<file path="src/rtl/circular_deque_core_defines.svh">
// Assertion macros for the circular deque core.
// Used by the top level only; no other dependencies.
`ifndef CIRCULAR_DEQUE_CORE_DEFINES_SVH
`define CIRCULAR_DEQUE_CORE_DEFINES_SVH

`ifndef SYNTHESIS

// Same-cycle implication, clocked on clk, off during rst
`define CDQ_ASSERT_IMPLY(lbl, ante, cons, msg) \
  lbl: assert property (@(posedge clk) disable iff (rst) (ante) |-> (cons)) else $error(msg);

// Next-cycle implication, clocked on clk, off during rst
`define CDQ_ASSERT_NEXT(lbl, ante, cons, msg) \
  lbl: assert property (@(posedge clk) disable iff (rst) (ante) |=> (cons)) else $error(msg);

`else

`define CDQ_ASSERT_IMPLY(lbl, ante, cons, msg)
`define CDQ_ASSERT_NEXT(lbl, ante, cons, msg)

`endif

`endif

</file>
<file path="src/rtl/cdq_pkg.sv">
// Shared constants, command/status codes and control structs for the deque.
// No dependencies.
`default_nettype none

package cdq_pkg;

  // Store geometry
  localparam int DEPTH  = 8;
  localparam int IDX_W  = $clog2(DEPTH);
  localparam int CNT_W  = $clog2(DEPTH + 1);

  // Item field widths
  localparam int WORD_W = 32;
  localparam int CMD_W  = 2;
  localparam int STAT_W = 2;
  localparam int OCC_W  = 4;

  // Stream data widths, rounded up to whole bytes
  localparam int IN_TDATA_W  = ((CMD_W + WORD_W + 7) / 8) * 8;
  localparam int OUT_BITS    = STAT_W + WORD_W + OCC_W + 2;
  localparam int OUT_TDATA_W = ((OUT_BITS + 7) / 8) * 8;

  typedef enum logic [CMD_W-1:0] {
    CMD_PUSH_FRONT = 2'd0,
    CMD_PUSH_BACK  = 2'd1,
    CMD_POP_FRONT  = 2'd2,
    CMD_POP_BACK   = 2'd3
  } cmd_t;

  typedef enum logic [STAT_W-1:0] {
    ST_DONE      = 2'd0,
    ST_OVERFLOW  = 2'd1,
    ST_UNDERFLOW = 2'd2
  } status_t;

  // Controller to datapath
  typedef struct packed {
    logic    update;     // apply op to indices, count and store
    cmd_t    op;
    logic    load_out;   // capture result register
    logic    use_rdata;  // popped word comes from the store read port
    status_t status;
  } dp_cmd_t;

  // Datapath to controller
  typedef struct packed {
    logic empty;
    logic full;
  } dp_stat_t;

endpackage

`default_nettype wire

</file>
<file path="src/rtl/cdq_ram.sv">
// Generic single-write, single-read RAM with registered read data.
// No dependencies.
`default_nettype none

module cdq_ram #(
  parameter  int WIDTH  = 32,
  parameter  int DEPTH  = 8,
  localparam int ADDR_W = $clog2(DEPTH)
) (
  input  wire logic              clk,
  input  wire logic              we,
  input  wire logic [ADDR_W-1:0] waddr,
  input  wire logic [WIDTH-1:0]  wdata,
  input  wire logic [ADDR_W-1:0] raddr,
  output logic      [WIDTH-1:0]  rdata
);

  logic [WIDTH-1:0] mem [DEPTH];

  // write port
  always_ff @(posedge clk) begin
    if (we) begin
      mem[waddr] <= wdata;
    end
  end

  // registered read port
  always_ff @(posedge clk) begin
    rdata <= mem[raddr];
  end

endmodule

`default_nettype wire

</file>
<file path="src/rtl/cdq_ctrl.sv">
// Controller for the deque: handshake, command legality and result sequencing.
// Depends on cdq_pkg.
`default_nettype none

module cdq_ctrl import cdq_pkg::*; (
  input  wire logic     clk,
  input  wire logic     rst,
  input  wire logic     s_tvalid,
  output logic          s_tready,
  input  wire cmd_t     cmd,
  output logic          m_tvalid,
  input  wire logic     m_tready,
  input  wire dp_stat_t stat,
  output dp_cmd_t       dp_cmd
);

  typedef enum logic {
    S_IDLE,
    S_READ
  } state_t;

  state_t state, state_next;
  logic   m_tvalid_next;
  logic   accept;
  logic   is_push;
  logic   legal;

  // take an item only when the result register will be free
  assign s_tready = (state == S_IDLE) && (!m_tvalid || m_tready);
  assign accept   = s_tvalid && s_tready;
  assign is_push  = (cmd == CMD_PUSH_FRONT) || (cmd == CMD_PUSH_BACK);
  assign legal    = is_push ? !stat.full : !stat.empty;

  // command decode and next state
  always_comb begin
    state_next        = state;
    dp_cmd.update     = 1'b0;
    dp_cmd.op         = cmd;
    dp_cmd.load_out   = 1'b0;
    dp_cmd.use_rdata  = 1'b0;
    dp_cmd.status     = ST_DONE;
    unique case (state)
      S_IDLE: begin
        if (accept) begin
          dp_cmd.update = legal;
          if (is_push || !legal) begin
            dp_cmd.load_out = 1'b1;
            if (!legal) begin
              dp_cmd.status = is_push ? ST_OVERFLOW : ST_UNDERFLOW;
            end
          end else begin
            // successful pop: wait in S_READ for the store read
            state_next = S_READ;
          end
        end
      end
      S_READ: begin
        dp_cmd.load_out  = 1'b1;
        dp_cmd.use_rdata = 1'b1;
        state_next       = S_IDLE;
      end
      default: state_next = S_IDLE;
    endcase
  end

  // result valid flag
  always_comb begin
    priority if (dp_cmd.load_out) begin
      m_tvalid_next = 1'b1;
    end else if (m_tready) begin
      m_tvalid_next = 1'b0;
    end else begin
      m_tvalid_next = m_tvalid;
    end
  end

  always_ff @(posedge clk) begin
    if (rst) begin
      state    <= S_IDLE;
      m_tvalid <= 1'b0;
    end else begin
      state    <= state_next;
      m_tvalid <= m_tvalid_next;
    end
  end

endmodule

`default_nettype wire

</file>
<file path="src/rtl/cdq_dpath.sv">
// Datapath for the deque: head/tail indices, word count, word store, result register.
// Depends on cdq_pkg and cdq_ram.
`default_nettype none

module cdq_dpath import cdq_pkg::*; (
  input  wire logic                     clk,
  input  wire logic                     rst,
  input  wire dp_cmd_t                  dp_cmd,
  input  wire logic signed [WORD_W-1:0] push_value,
  output dp_stat_t                      stat,
  output status_t                       status,
  output logic signed [WORD_W-1:0]      popped_value,
  output logic [OCC_W-1:0]              occupancy,
  output logic                          is_empty,
  output logic                          is_full
);

  localparam logic [IDX_W-1:0] IDX_LAST = IDX_W'(DEPTH - 1);
  localparam logic [CNT_W-1:0] CNT_FULL = CNT_W'(DEPTH);

  logic [IDX_W-1:0] head, head_next, tail, tail_next;
  logic [CNT_W-1:0] count, count_next;
  logic [IDX_W-1:0] head_inc, head_dec, tail_inc, tail_dec;
  logic             we;
  logic [IDX_W-1:0] waddr, raddr;
  logic [WORD_W-1:0] rdata;

  // wrapping index steps
  assign head_inc = (head == IDX_LAST) ? '0 : head + 1'b1;
  assign head_dec = (head == '0) ? IDX_LAST : head - 1'b1;
  assign tail_inc = (tail == IDX_LAST) ? '0 : tail + 1'b1;
  assign tail_dec = (tail == '0) ? IDX_LAST : tail - 1'b1;

  assign stat.empty = (count == '0);
  assign stat.full  = (count == CNT_FULL);

  // read address is presented on the accepting edge
  assign raddr = (dp_cmd.op == CMD_POP_BACK) ? tail_dec : head;

  // index, count and write update
  always_comb begin
    head_next  = head;
    tail_next  = tail;
    count_next = count;
    we         = 1'b0;
    waddr      = tail;
    if (dp_cmd.update) begin
      unique case (dp_cmd.op)
        CMD_PUSH_FRONT: begin
          head_next  = head_dec;
          waddr      = head_dec;
          we         = 1'b1;
          count_next = count + 1'b1;
        end
        CMD_PUSH_BACK: begin
          tail_next  = tail_inc;
          we         = 1'b1;
          count_next = count + 1'b1;
        end
        CMD_POP_FRONT: begin
          head_next  = head_inc;
          count_next = count - 1'b1;
        end
        CMD_POP_BACK: begin
          tail_next  = tail_dec;
          count_next = count - 1'b1;
        end
        default: ;
      endcase
    end
  end

  always_ff @(posedge clk) begin
    if (rst) begin
      head  <= '0;
      tail  <= '0;
      count <= '0;
    end else begin
      head  <= head_next;
      tail  <= tail_next;
      count <= count_next;
    end
  end

  cdq_ram #(
    .WIDTH (WORD_W),
    .DEPTH (DEPTH)
  ) u_store (
    .clk   (clk),
    .we    (we),
    .waddr (waddr),
    .wdata (push_value),
    .raddr (raddr),
    .rdata (rdata)
  );

  // result register, no reset needed on payload
  always_ff @(posedge clk) begin
    if (dp_cmd.load_out) begin
      status       <= dp_cmd.status;
      popped_value <= dp_cmd.use_rdata ? signed'(rdata) : '0;
      occupancy    <= OCC_W'(count_next);
      is_empty     <= (count_next == '0);
      is_full      <= (count_next == CNT_FULL);
    end
  end

endmodule

`default_nettype wire

</file>
<file path="src/rtl/circular_deque_core.sv">
// Double-ended queue of signed 32-bit words held in an 8-entry circular store.
// Each input item is a command (push front, push back, pop front, pop back) and
// a word; each gives exactly one result item with a status (done, overflow,
// underflow), the popped word (zero unless a pop succeeded), the occupancy and
// empty/full flags after the command. A push, overflow or underflow result is
// registered on the accepting edge; a successful pop waits in S_READ for the
// store's registered read port. Results wait in an output register; outside
// S_READ a new item is taken in the cycle that register is emptied or already
// empty. Reset clears the indices and count; the store needs no clearing.
// Depends on cdq_pkg, cdq_ctrl, cdq_dpath, cdq_ram and the defines header.
`default_nettype none

`include "circular_deque_core_defines.svh"

module circular_deque_core import cdq_pkg::*; (
  input  wire logic                   clk,
  input  wire logic                   rst,
  // s_tdata: cmd[1:0], push_value[33:2], zero pad
  input  wire logic                   s_tvalid,
  output logic                        s_tready,
  input  wire logic [IN_TDATA_W-1:0]  s_tdata,
  // m_tdata: status[1:0], popped_value[33:2], occupancy[37:34],
  //          is_empty[38], is_full[39]
  output logic                        m_tvalid,
  input  wire logic                   m_tready,
  output logic [OUT_TDATA_W-1:0]      m_tdata
);

  dp_cmd_t                   dp_cmd;
  dp_stat_t                  dp_stat;
  cmd_t                      cmd;
  logic signed [WORD_W-1:0]  push_value;
  status_t                   status;
  logic signed [WORD_W-1:0]  popped_value;
  logic [OCC_W-1:0]          occupancy;
  logic                      is_empty;
  logic                      is_full;

  // unpack input item
  assign cmd        = cmd_t'(s_tdata[CMD_W-1:0]);
  assign push_value = signed'(s_tdata[CMD_W +: WORD_W]);

  cdq_ctrl u_ctrl (
    .clk      (clk),
    .rst      (rst),
    .s_tvalid (s_tvalid),
    .s_tready (s_tready),
    .cmd      (cmd),
    .m_tvalid (m_tvalid),
    .m_tready (m_tready),
    .stat     (dp_stat),
    .dp_cmd   (dp_cmd)
  );

  cdq_dpath u_dpath (
    .clk          (clk),
    .rst          (rst),
    .dp_cmd       (dp_cmd),
    .push_value   (push_value),
    .stat         (dp_stat),
    .status       (status),
    .popped_value (popped_value),
    .occupancy    (occupancy),
    .is_empty     (is_empty),
    .is_full      (is_full)
  );

  // pack result item
  assign m_tdata = OUT_TDATA_W'({is_full, is_empty, occupancy, popped_value, status});

  // checks
  `CDQ_ASSERT_IMPLY(a_not_empty_and_full, 1'b1, !(dp_stat.empty && dp_stat.full), "deque both empty and full")
  `CDQ_ASSERT_IMPLY(a_overflow_flags, m_tvalid && (status == ST_OVERFLOW), is_full && (popped_value == '0), "overflow result without full flag")
  `CDQ_ASSERT_IMPLY(a_underflow_flags, m_tvalid && (status == ST_UNDERFLOW), is_empty && (popped_value == '0), "underflow result without empty flag")
  `CDQ_ASSERT_NEXT(a_pop_waits_read, s_tvalid && s_tready && !dp_stat.empty && ((cmd == CMD_POP_FRONT) || (cmd == CMD_POP_BACK)), !s_tready && !m_tvalid, "pop did not wait for store read")

endmodule

`default_nettype wire
</file>
<file path="config.mk">
export PLATFORM = sky130hd
export DESIGN_NAME = circular_deque_core
export DESIGN_NICKNAME = d
export VERILOG_FILES = /design/src/rtl/cdq_pkg.sv /design/src/rtl/cdq_ram.sv /design/src/rtl/cdq_ctrl.sv /design/src/rtl/cdq_dpath.sv /design/src/rtl/circular_deque_core.sv
export VERILOG_INCLUDE_DIRS = /design/src /design/src/rtl
export SDC_FILE = /design/constraint.sdc
export NUM_CORES = 1
export LEC_CHECK = 0
export BUFFER_PORTS_ARGS = -buffer_cell sky130_fd_sc_hd__buf_2
export CORE_MARGIN = 5
export CORE_UTILIZATION = 54
export DETAILED_ROUTE_END_ITERATION = 6
export HOLD_SLACK_MARGIN = 0.15
export PLACE_DENSITY = 0.79
export REMOVE_ABC_BUFFERS = 1
export SLEW_MARGIN = 20
export SYNTH_ARGS = -nofsm -noshare
export SYNTH_HDL_FRONTEND = slang
export SYNTH_SLANG_ARGS = --single-unit
export TNS_END_PERCENT = 10
</file>
<file path="constraint.sdc">
create_clock -name clk -period 3.98 [get_ports clk]
set_input_delay 0.796 -clock clk [delete_from_list [all_inputs] [get_ports clk]]
set_output_delay 0.796 -clock clk [all_outputs]
set_load 0.01 [all_outputs]
</file>
After elaboration in Yosys (flattened, before gate mapping). Memories as Yosys holds them, arrays and structs flattened. A register that Yosys moved wholly into a read port is not among the register bits. Cells that the tools add are included.

Memory bits (writable): 256. Latch bits: 0. Memory bits (read-only): 0. Memories kept: 1. Output and inout port bits: 42. Flip-flop bits (word level): 52. Logic and storage cells: 77. Input bits: 44.

Memory list: u_dpath.u_store.mem (depth 8, width 32, rd ports 1, clocked after memory_dff 1, wr ports 1, RTL line cdq_ram.sv:18) `logic [WIDTH-1:0] mem [DEPTH];`.

Equal/unequal tests: 7. Div/mod/pow operators: 0. Shifts and indexed selects: 0. Add/subtract/negate cells: 6. Mux-type cells: 28. Magnitude comparators: 0. Multipliers: 0. Reduce and logical (&&, ||, !) cells: 22. Bitwise gates (word level): 3.

Operators by type and width (count): $mux 3 (7); $mux 1 (14); $pmux 3 s2 (2); $eq 4x4->1 const B (2); $logic_not 4->1 (2); $pmux 4 s2 (1); $add 3x1->3 const B (2); $eq 3x3->1 const B (2); $logic_not 3->1 (2); $reduce_bool 2->1 (3); $sub 3x1->3 const B (2); $add 4x1->4 const B (1); $eq 2x2->1 const B (2); $logic_not 1->1 (4); $mux 4 (1); $pmux 1 s2 (2); $reduce_and 2->1 (2); $reduce_or 2->1 (2); $reduce_or 4->1 (1); $sub 4x1->4 const B (1); $logic_or 1x1->1 (3); $not 1->1 (3); $eq 2x1->1 const B (1); $logic_and 1x1->1 (2); 2 further kinds (2).

Logic depth before layout (Yosys ltp). Gate-level depths: netlist (run 1).

Depth in word-level cells: 9. Gate-level depth with buffers: 9. Mapped depth without buffers: 7.

Hierarchy. From an unflattened synthesis (run 1), not the netlist that was laid out.

Cell total of the unflattened synthesis: 617. Area total of the unflattened synthesis: 12916.1 um2.

By module, submodules not included: cdq_ram (sequential area each 8328.0 um2, area an instance 10466.3 um2, cells each 415, times used 1); cdq_dpath (sequential area each 1401.3 um2, area an instance 2250.9 um2, cells each 180, times used 1); cdq_ctrl (sequential area each 40.0 um2, area an instance 183.9 um2, cells each 20, times used 1); circular_deque_core (sequential area each 0.0 um2, area an instance 15.0 um2, cells each 2, times used 1).

Worst setup path after synthesis (run 1). No wires, ideal clock.

Path kind: input to register. From: input s_tdata[1]. To: memory u_dpath.u_store.mem[6][0] (enable). Setup time: 421 ps. Buffers on the path: 2. Stages on the path: 7. Required time: 3559 ps. Slack: 187 ps. Data arrival time: 3372 ps. Path through: buf_6 xnor2_4 o211ai_2 or3_1 buf_2 mux2_4 nor2_1.

Cells in the longest elaborated chain, start to end: 8. Elaborated cells between the ends (all ways): 13.

Ends and longest elaborated chain: from (decl) (RTL line circular_deque_core.sv:21) `input wire logic [IN_TDATA_W-1:0] s_tdata,`; $eq 2x1->1 / $logic_not 2->1 (equally long branches) (RTL line cdq_ctrl.sv:31, cdq_dpath.sv:48); $logic_or 1x1->1 (RTL line cdq_ctrl.sv:31) `assign is_push = (cmd == CMD_PUSH_FRONT) || (cmd == CMD_PUSH_BACK);`; $mux 1 (RTL line cdq_ctrl.sv:32) `assign legal = is_push ? !stat.full : !stat.empty;`; $mux 1 (RTL line cdq_ctrl.sv:44) `if (accept) begin`; $mux 1 (RTL line cdq_ctrl.sv:42) `unique case (state)`; $mux 1 (RTL line cdq_dpath.sv:47) `if (dp_cmd.update) begin`; $mux 1 (RTL line cdq_ram.sv:22) `if (we) begin`; $mux 1 (implied by the code) (RTL line cdq_ram.sv:23) `mem[waddr] <= wdata;`; to (decl) (RTL line cdq_ram.sv:18).

Parallel ways exist; a longest one is shown, timed or not.

Worst setup path in the final report (run 1).
From: register u_dpath.tail[0]. To: register u_dpath.u_store.rdata[8] (read register of u_dpath.u_store.mem).

Cells in the longest elaborated chain, start to end: 3. Elaborated cells between the ends (all ways): 4.

Ends and longest elaborated chain: from (decl) (RTL line cdq_dpath.sv:21) `logic [IDX_W-1:0] head, head_next, tail, tail_next;`; from (signal assigned) (RTL line cdq_dpath.sv:80) `tail <= tail_next;`; $sub 3x1->3 / $logic_not 3->1 (equally long branches) (RTL line cdq_dpath.sv:32) `assign tail_dec = (tail == '0) ? IDX_LAST : tail - 1'b1;`; $mux 3 (*) (RTL line cdq_dpath.sv:32); $mux 3 (*) (RTL line cdq_dpath.sv:38) `assign raddr = (dp_cmd.op == CMD_POP_BACK) ? tail_dec : head;`; to (decl) (RTL line cdq_ram.sv:15) `output logic [WIDTH-1:0] rdata`.

Mark *: on every way between the ends. The rest lies on a longest branch, timed or not. A chain may end at the register's enable or synchronous reset.

==> reports/results.tsv, run 1 <==
metric	value	unit
hpwl	13560	microns
syn-cell-area	0.01329	sq mm
skew	0.02665	ns
antenna_found_initial	2	
final_cell_mix	edfxtp_1 (296), mux2i_1 (101), buf_2 (79)	
power_frac_comb	14.1	%
dr_total_vias	6784	
drv_cap	0	
worstPathArrival	3.51	ns
syn_area_per_cell	17.02	sq um
cts.clk_slew.worst_paths	0.06	ns
routedWlPerCell	19.97	microns
startpoint_type	flop	
synthAdderAreaFrac	1.092	%
synth_warnings	0	
synth_mux_area_share	8.003	%
cts_tree	done	
routed_wl	24340	microns
postCtsSetupBuffers	0	
place_congestion	0.7671	
die_h	166.9	microns
die_w	166.9	microns
grt_max_degree	55	
pwr_density_cell	563.3	mW/mm^2
fillCellCount	1692	
hold_class	flop to flop	
seq_area	0.009769	sq mm
seqPwrFrac	50.2	%
p_leak	0.005296	uW
report.final.slew_viol_count	0	
ant_nets	0	
synth_cell_types	60	
required	4.33	ns
outcome	completed	
cts_resized	0	
endpoint_kind	flop	
ys_seq_area_share	73.51	%
start_util	54.80	%
row_count	57	
finalHoldViolations	0	
synth-seq-cells	340	
grt_pass1_vias	7030	
dp_worst_setup_slack	0.5766	ns
path_class	flop to flop	
worstPathMaxFanout	18	
yosys.area_share.simple	6.092	%
pin_count	86	
power_switching	2060	uW
p_sw_share	24.15	%
peakVddDrop	0.3005	mV
numCtsBuffers	34	
synth-main-ff-cell	edfxtp_1	
timing.final.ws_setup	0.8197	ns
port_buffers	79	
coreArea	0.02425	sq mm
slew_headroom	36.84	%
grt_pass1_wl	38250	microns
synthTopCellsByArea	edfxtp_1 (67%), mux2i_1 (7.6%), dfxtp_1 (6.6%), a221oi_2 (3.5%), a32o_1 (2.3%)	
final_nets	925	
finalCritPeriodShare	79.40	%
clockBufferDepth	3	
cts-root-buf	clkbuf_16	
synth_top_area_share	66.89	%
fmax	316.4	MHz
syn_inst	781	
synth_edf_count	296	
cts_sinks	340	
fin_util	62.45	%
viasPerCell	5.565	
synth_top_family_by_area	compound AO/OA/AOI/OAI gates	
clk_latency	0.51	ns
drtIter0Drc	511	
p_int	6469	uW
drive_above_1_share	22.93	%
area_delta_synth_final	13.94	%
drt-pass1-iter-count	4	
final_common_cell	edfxtp_1	
rsz0062_at_grt	false	
synth_xor_area_share	0.3390	%
async_flop_share	0	%
synth_largest_area_cell	edfxtp_1	
synth-compound-area-share	8.125	%
worst_pin_slew	0.9474	ns
route.detailed.drc	0	
multi_input_area	0.003219	sq mm
grtUsageTotal	17.44	%
cts_hold_buf	0	
die-area	0.02785	sq mm
finalSetupViolations	0	
power_frac_clock	35.7	%
globalRoute.totalOverflow	0	
htreeDepth	2	
finalCriticalPeriod	3.160	ns
[power by group through the flow]
stage	Combinational (uW)	Sequential, uW	Clock, uW
6_report	1200	4280	3040
4_1_cts	1220	4290	3090
2_1_floorplan	779	4400	0
3_5_place_dp	1210	4360	0
3_3_place_gp	1180	4350	0
5_1_grt	1310	4310	3260
[critical path, cell delays in order (launching register included)]
cell,delay (ns)
dfxtp_1,0.51
inv_1,0.14
ha_1,0.25
or3_4,0.40
a31oi_2,0.27
and2_1,0.81
buf_4,0.38
a32o_1,0.21
a221oi_2,0.05
[layout make-up]
class	count	share of cell area, %
repair buffers	99	4.181
diodes	1	0.01653
flip-flops and latches	340	64.52
clock buffers	47	6.280
clock inverters	13	0.8428
well taps	324	2.677
inverters	9	0.2231
multi-input cells	386	21.26
[state kept, by name, indices dropped and copies added, names as in the netlist, 2 cells and up]
| register | flops |
|---|---|
| u_dpath.count | 4 |
| u_dpath.head | 3 |
| u_dpath.popped_value | 32 |
| u_dpath.u_store.rdata | 32 |
| u_dpath.occupancy | 4 |
| u_dpath.status | 2 |
| u_dpath.tail | 3 |
| u_dpath.u_store.mem | 256 |
[worst paths after layout]
check	startpoint	endpoint	slack, ns	depth (start not counted)
worst min register to register	u_dpath.u_store.rdata[31]	u_dpath.popped_value[31]	0.51	1
worst max-delay path	u_dpath.tail[0]	u_dpath.u_store.rdata[8]	0.82	8
worst max register to register	u_dpath.tail[0]	u_dpath.u_store.rdata[8]	0.82	8
worst min-delay path	u_dpath.u_store.rdata[31]	u_dpath.popped_value[31]	0.51	1
[metrics by stage]
step | power [uW] | cells | hold slack [ns] | area, sq um | setup TNS, ns
3_3_place_gp | 5535 | 1158 | 0.4898 | 14060 | 0
3_5_place_dp | 5568 | 1158 | 0.4956 | 14060 | 0
4_1_cts | 8602 | 1218 | 0.5100 | 15130 | 0
6_report | 8529 | 1219 | 0.5100 | 15140 | 0
5_1_grt | 8878 | 1219 | 0.5195 | 15140 | 0
2_1_floorplan | 5179 | 735 | 0.4883 | 12950 | -55.51
[synthesized netlist by cell type (5+ instances only)]
cell type	instances
nor2b_1	8
a21oi_1	8
mux2i_1	101
inv_1	9
ha_1	10
nand2b_1	5
nor2_1	23
buf_6	8
nor3_1	5
buf_2	19
buf_4	10
dfxtp_1	44
and2_1	34
a221oi_2	31
nand2_1	77
edfxtp_1	296
clkbuf_1	6
a32o_1	31
[metal layers]
| metal | routed length, microns | part of all wire [%] | GRT usage (%) |
|---|---|---|---|
| met2 | 12130 | 50 | 30.10 |
| met4 | 558 | 2.3 | 5.123 |
| met1 | 10110 | 42 | 22.39 |
| met5 | 13 | 0.053 | 0 |
| met3 | 1537 | 6.3 | 3.721 |
[logic make-up after synthesis]
kind of cell | count (synthesis)
AO/OA/AOI/OAI | 99
XOR/XNOR | 3
adder cells (fa/ha/maj) | 11
multiplexers | 105
buffers and inverters | 55
flip-flops | 340
AND/OR/NAND/NOR | 168
Note: power is estimated with default switching activity, not from simulation.
==> inputs of run 2 (changes only) <==
--- a/config.mk
+++ b/config.mk
@@ -8,10 +8,10 @@
 export LEC_CHECK = 0
 export BUFFER_PORTS_ARGS = -buffer_cell sky130_fd_sc_hd__buf_2
 export CORE_MARGIN = 5
-export CORE_UTILIZATION = 54
+export CORE_UTILIZATION = 55
 export DETAILED_ROUTE_END_ITERATION = 6
 export HOLD_SLACK_MARGIN = 0.15
-export PLACE_DENSITY = 0.79
+export PLACE_DENSITY = 0.77
 export REMOVE_ABC_BUFFERS = 1
 export SLEW_MARGIN = 20
 export SYNTH_ARGS = -nofsm -noshare
==> constraint.sdc (replaced) <==
create_clock -name clk -period 3.25 [get_ports clk]
set_input_delay 0.65 -clock clk [delete_from_list [all_inputs] [get_ports clk]]
set_output_delay 0.65 -clock clk [all_outputs]
set_load 0.01 [all_outputs]
==> run 2 against run 1 <==
  * Hold slack got worse by 0.10 ns
  * Global-route usage increased by 0.95 points
  * Critical path depth is the same
  * Largest cell class unchanged
  * Largest power group unchanged
==> reports/results.tsv, run 2 (synthesized netlist as in run 1, its figures left out) <==
metric	value	unit	change
outcome	completed		
ant_nets	0		unchanged
path_class	flop to flop		
dp_worst_setup_slack	0.2302	ns	-0.3463 ns
htreeDepth	2		unchanged
rsz0062_at_grt	false		
antenna_found_initial	2		unchanged
cts.clk_slew.worst_paths	0.06	ns	about the same
cts_hold_buf	0		unchanged
cts-root-buf	clkbuf_16		
route.detailed.drc	0		unchanged
p_leak	0.005390	uW	+1.8%
largest_reg_flops	256		unchanged
pwr_density_cell	687.4	mW/mm^2	+22%
cts_tree	done		
routed_wl	24650	microns	+1.3%
place_inst	1164		+0.52%
clockBufferDepth	3		unchanged
required	3.60	ns	-0.73 ns
final-instance-count-excl-fill	1229		+0.82%
grt_pass1_vias	6831		-2.8%
die-area	0.02737	sq mm	-1.7%
setup_tns	0	ns	unchanged
routedWlPerCell	20.06	microns	+0.43%
slew_headroom	54.98	%	+18 points
peakVddDrop	0.7014	mV	+130%
numCtsBuffers	34		unchanged
final_common_cell	edfxtp_1		
hpwl	13400	microns	-1.2%
grt_max_degree	45		-18%
final_cell_mix	edfxtp_1 (296), mux2i_1 (101), buf_2 (79)		
dr_total_vias	6829		+0.66%
postCtsSetupBuffers	0		unchanged
clk_latency	0.51	ns	about the same
top_register	u_dpath.u_store.mem		
grtUsageTotal	18.39	%	+0.95 points
viasPerCell	5.557		-0.16%
cts_sinks	340		unchanged
worstPathArrival	2.92	ns	-0.59 ns
final_nets	938		+1.4%
finalCritPeriodShare	79.17	%	-0.24 points
port_buffers	79		unchanged
timing.final.ws_setup	0.6771	ns	-0.1426 ns
start_util	56.28	%	+1.5 points
row_count	56		-1.8%
drv_cap	0		unchanged
area_delta_synth_final	15.54	%	
globalRoute.totalOverflow	0		unchanged
pin_count	86		unchanged
hold_class	input pin to flop		
fmax	388.7	MHz	+23%
die_h	165.4	microns	-0.86%
coreArea	0.02361	sq mm	-2.6%
finalHoldViolations	0		unchanged
drive_above_1_share	23.76	%	+0.83 points
place_congestion	0.7879		+2.7%
drt-pass1-iter-count	7		+3
finalCriticalPeriod	2.573	ns	-0.5874 ns
largestRegisters	u_dpath.u_store.mem: 256 flops, u_dpath.popped_value: 32 flops, u_dpath.u_store.rdata: 32 flops		
report.final.slew_viol_count	0		unchanged
startpoint_type	flop		
worst_pin_slew	0.6753	ns	-0.2722 ns
cts_resized	0		unchanged
grt_pass1_wl	38210	microns	about the same
skew	0.01955	ns	-0.007094 ns
finalSetupViolations	0		unchanged
drtIter0Drc	516		+0.98%
die_w	165.4	microns	-0.86%
endpoint_kind	flop		
worstPathMaxFanout	14		-4
run 2: metal layers:
metal	vias up	share of wire, %	track usage [%]
li1	3232	-	-
met3	38	5.6	3.698
met1	3376	44	25.13
met5	-	0.11	0
met2	179	49	30.57
met4	4	1.6	4.874
run 2: area by class of cell:
cell class,count,area (sq um)
clock buffer,54,1060
multi-input combinational,386,3214
inverter,9,33.78
clock inverter,8,41.29
fill,1619,8259
timing repair buffer,112,833.3
antenna,1,2.502
tap,319,399.1
sequential,340,9769
run 2: critical path, cell delays in order (launching register included):
cell and delay (ns):
dfxtp_1 0.38, inv_1 0.11, ha_1 0.23, or3_4 0.39
a31o_1 0.21, nor2_2 0.46, buf_4 0.34, a32o_1 0.24
a221oi_2 0.04
run 2: per-stage QoR:
stage	total power (uW)	hold WS [ns]	utilization, %	instance area [sq um]
2_1_floorplan	6342	0.4883	-	12950
4_1_cts	10630	0.3890	64.78	15300
5_1_grt	10970	0.3990	65.01	15350
3_3_place_gp	6827	0.4938	60.12	14190
6_report	10550	0.4093	65.02	15350
3_5_place_dp	6871	0.4955	60.12	14190
run 2: worst paths after layout:
check             slack [ns]                   endpoint                      start  depth (start not counted)
setup / recovery        0.68  u_dpath.u_store.rdata[29]            u_dpath.tail[1]                          8
hold reg to reg         0.51   u_dpath.popped_value[22]  u_dpath.u_store.rdata[22]                          1
setup reg to reg        0.68  u_dpath.u_store.rdata[29]            u_dpath.tail[1]                          8
hold / removal          0.41  u_dpath.u_store.mem[4][5]                 s_tdata[7]                          1
run 2: report_power, final:
group / leakage (uW) / switching [uW] / internal [uW]
sequential: 0.00307 / 110 / 5140
combinational: 0.00178 / 917 / 630
clock: 0.000536 / 1520 / 2240
==> inputs of run 3 (changes only) <==
--- a/config.mk
+++ b/config.mk
@@ -8,10 +8,10 @@
 export LEC_CHECK = 0
 export BUFFER_PORTS_ARGS = -buffer_cell sky130_fd_sc_hd__buf_2
 export CORE_MARGIN = 5
-export CORE_UTILIZATION = 55
+export CORE_UTILIZATION = 54
 export DETAILED_ROUTE_END_ITERATION = 6
 export HOLD_SLACK_MARGIN = 0.15
-export PLACE_DENSITY = 0.77
+export PLACE_DENSITY = 0.79
 export REMOVE_ABC_BUFFERS = 1
 export SLEW_MARGIN = 20
 export SYNTH_ARGS = -nofsm -noshare
==> constraint.sdc (replaced) <==
create_clock -name clk -period 2.1 [get_ports clk]
set_input_delay 0.42 -clock clk [delete_from_list [all_inputs] [get_ports clk]]
set_output_delay 0.42 -clock clk [all_outputs]
set_load 0.01 [all_outputs]
==> run 3 against run 2 <==
  * The flow now finishes with violations (negative setup slack)
  * Total power grew 63%
  * Non-clock buffer count grew 77
  * Maximum frequency grew 19%
  * Die area grew 1.7%
  * Register-to-register slack lost 0.73 ns
  * Combinational power grew 100%
  * Sequential power grew 54%
  * Sequential cell count is the same
  * Sequential share of layout area shrank 3.8 points
  * Highest routed layer is now met4
==> reports/results.tsv, run 3 (synthesized netlist as in run 1, its figures left out) <==
metric	value	unit	change
outcome	finished with violations		
violations	negative setup slack		
row_count	57		+1.8%
timing.final.ws_setup	-0.05710	ns	-0.7342 ns
routedWlPerCell	21.46	microns	+7.0%
dr_total_vias	7410		+8.5%
rsz0062_at_grt	true		
area_delta_synth_final	22.91	%	
die_w	166.9	microns	+0.87%
worstPathCellList	inv_4, buf_6, ha_4, or3_4, a31o_4, buf_4, and2_2, a221oi_2		
fmax	463.6	MHz	+19%
cts_tree	done		
drv_cap	0		unchanged
worstHoldEndpoint	u_dpath.u_store.mem[5][31]		
endpoint_kind	flop		
start_util	54.80	%	-1.5 points
final_nets	1017		+8.4%
p_leak	0.005951	uW	+10%
whs	0.1791	ns	-0.2301 ns
clk_latency	0.51	ns	about the same
cts_sinks	340		unchanged
drive_above_1_share	32.66	%	+8.9 points
final-instance-count-excl-fill	1311		+6.7%
routed_wl	28140	microns	+14%
required	2.47	ns	-1.13 ns
cts.clk_slew.worst_paths	0.06	ns	about the same
slowest_delay	0.38	ns	-0.08 ns
slew_headroom	68.09	%	+13 points
htreeDepth	2		unchanged
grt_pass1_wl	42950	microns	+12%
viasPerCell	5.652		+1.7%
seqPwrFrac	47.0	%	-2.7 points
pwr_density_cell	1054	mW/mm^2	+53%
hpwl	16550	microns	+24%
use_met1	25.75	%	+0.62 points
use_met3	3.792	%	+0.094 points
clockBufferDepth	3		unchanged
worstPathMaxFanout	4		-10
antenna_found_initial	1		-1
report.final.slew_viol_count	0		unchanged
largestRegisters	u_dpath.u_store.mem: 256 flops, u_dpath.popped_value: 32 flops, u_dpath.u_store.rdata: 32 flops		
pin_count	86		unchanged
r2r_start	u_dpath.tail[1]		
grt_pass1_vias	7643		+12%
reg2reg_to	u_dpath.u_store.rdata[15]		
finalHoldViolations	0		unchanged
critPathSlowestCell	a221oi_2		
die-area	0.02785	sq mm	+1.7%
p_sw_share	24.47	%	+0.32 points
skew	0.01694	ns	-0.002616 ns
final_common_cell	edfxtp_1		
grt_max_degree	36		-20%
largest_reg_flops	256		unchanged
total_power	17210	uW	+63%
route.detailed.drc	0		unchanged
p_int	13000	uW	+62%
peakVddDrop	0.7127	mV	+1.6%
finalCritPeriodShare	102.7	%	+24 points
reg2regPathDepth	8		unchanged
hold_class	input pin to flop		
path_class	flop to flop		
place_inst	1234		+6.0%
globalRoute.totalOverflow	0		unchanged
place_congestion	0.8460		+7.4%
startpoint_type	flop		
power_frac_clock	35.0	%	-0.6 points
worstPathArrival	2.53	ns	-0.39 ns
min_path_cells	1		unchanged
grtUsageTotal	19.67	%	+1.3 points
worst_pin_slew	0.4653	ns	-0.2099 ns
finalCriticalPeriod	2.157	ns	-0.4158 ns
ant_nets	0		unchanged
use_met2	33.76	%	+3.2 points
top_register	u_dpath.u_store.mem		
fillCellCount	1558		-3.8%
r2r_slack	-0.06	ns	-0.73 ns
finalSetupViolations	111		+111
power_switching	4213	uW	+65%
die_h	166.9	microns	+0.87%
worstHoldStart	s_tdata[33]		
drt-pass1-iter-count	5		-2
coreArea	0.02425	sq mm	+2.7%
cts-root-buf	clkbuf_16		
port_buffers	79		unchanged
numCtsBuffers	34		unchanged
final_cell_mix	edfxtp_1 (296), mux2i_1 (100), buf_2 (79)		
drtIter0Drc	613		+19%
power_frac_comb	18.0	%	+3.3 points
grt.busiest_layer	met2		
==> run 3: cell count changes in the layout (fill, tap and decap cells not counted), sizes merged <==
cell and change:
and2 +1, buf +75, bufinv +4, clkbuf -8
clkinv +4, o31a +1
==> run 3: layout make-up <==
class                           instances  area, sq um  share of cell area [%]
Tap cell                              324        405.4                   2.482
Sequential cell                       340         9772                   59.83
Clock buffer                           44        928.4                   5.684
Timing Repair Buffer                  189         1645                   10.07
Clock inverter                         16        192.7                   1.180
Inverter                                9        41.29                  0.2528
Multi-Input combinational cell        388         3346                   20.48
Antenna cell                            1        2.502                 0.01532
==> run 3: power groups by stage <==
stage	sequential (uW)	combinational [uW]	clock, uW
after floorplan	8340	1480	0
after global placement	8200	2720	0
after detailed placement	8220	2790	0
after CTS	8090	2950	6120
after global routing	8130	3330	6430
final	8080	3110	6020
==> run 3: critical path, delay by kind of cell, from the launching register on <==
family / cells / cell delay, ns
adder cells (fa/ha/maj): 1 / 0.14
AO/OA/AOI/OAI: 2 / 0.65
buffers and inverters: 3 / 0.30
AND/OR/NAND/NOR: 2 / 0.58
flip-flops: 1 / 0.35
==> run 3: worst max path at each step <==
stage / start / to / slack, ns / cells past startpoint
3_5_place_dp: s_tvalid / u_dpath.u_store.mem[6][18] / -0.30 / 7
2_1_floorplan: u_dpath.tail[0] / u_dpath.u_store.rdata[30] / -3.73 / 7
3_3_place_gp: s_tvalid / u_dpath.u_store.mem[6][27] / -0.29 / 7
5_1_grt: u_dpath.count[1] / u_dpath.u_store.mem[6][30] / -0.11 / 6
6_report: u_dpath.tail[1] / u_dpath.u_store.rdata[15] / -0.06 / 8
4_1_cts: u_dpath.count[1] / u_dpath.u_store.mem[6][30] / -0.02 / 6
==> run 3: layer usage <==
metal | part of all wire [%] | vias up
met4 | 2.0 | 0
met3 | 5.7 | 46
li1 | - | 3391
met2 | 51 | 273
met1 | 42 | 3700
met5 | 0 | -
==> run 3: repair_timing <==
| item | 4_1_cts | 5_1_grt |
|---|---|---|
| hold buffers | 0 | 0 |
| buffers inserted | 4 | 7 |
| resized for setup | 24 | 28 |
| pin swaps | 4 | 17 |
| cloned | 2 | 3 |
| setup endpoints to repair | 288 | 253 |
==> run 3: per-stage QoR <==
stage	setup slack, ns	utilization [%]	cell area, sq um	setup TNS, ns
3_5_place_dp	-0.3010	61.15	14830	-70.82
4_1_cts	-0.02383	66.46	16110	-0.6876
3_3_place_gp	-0.2944	61.15	14830	-68.48
2_1_floorplan	-3.729	-	12950	-441.61
5_1_grt	-0.1069	67.36	16330	-15.80
6_report	-0.05710	67.36	16330	-2.008
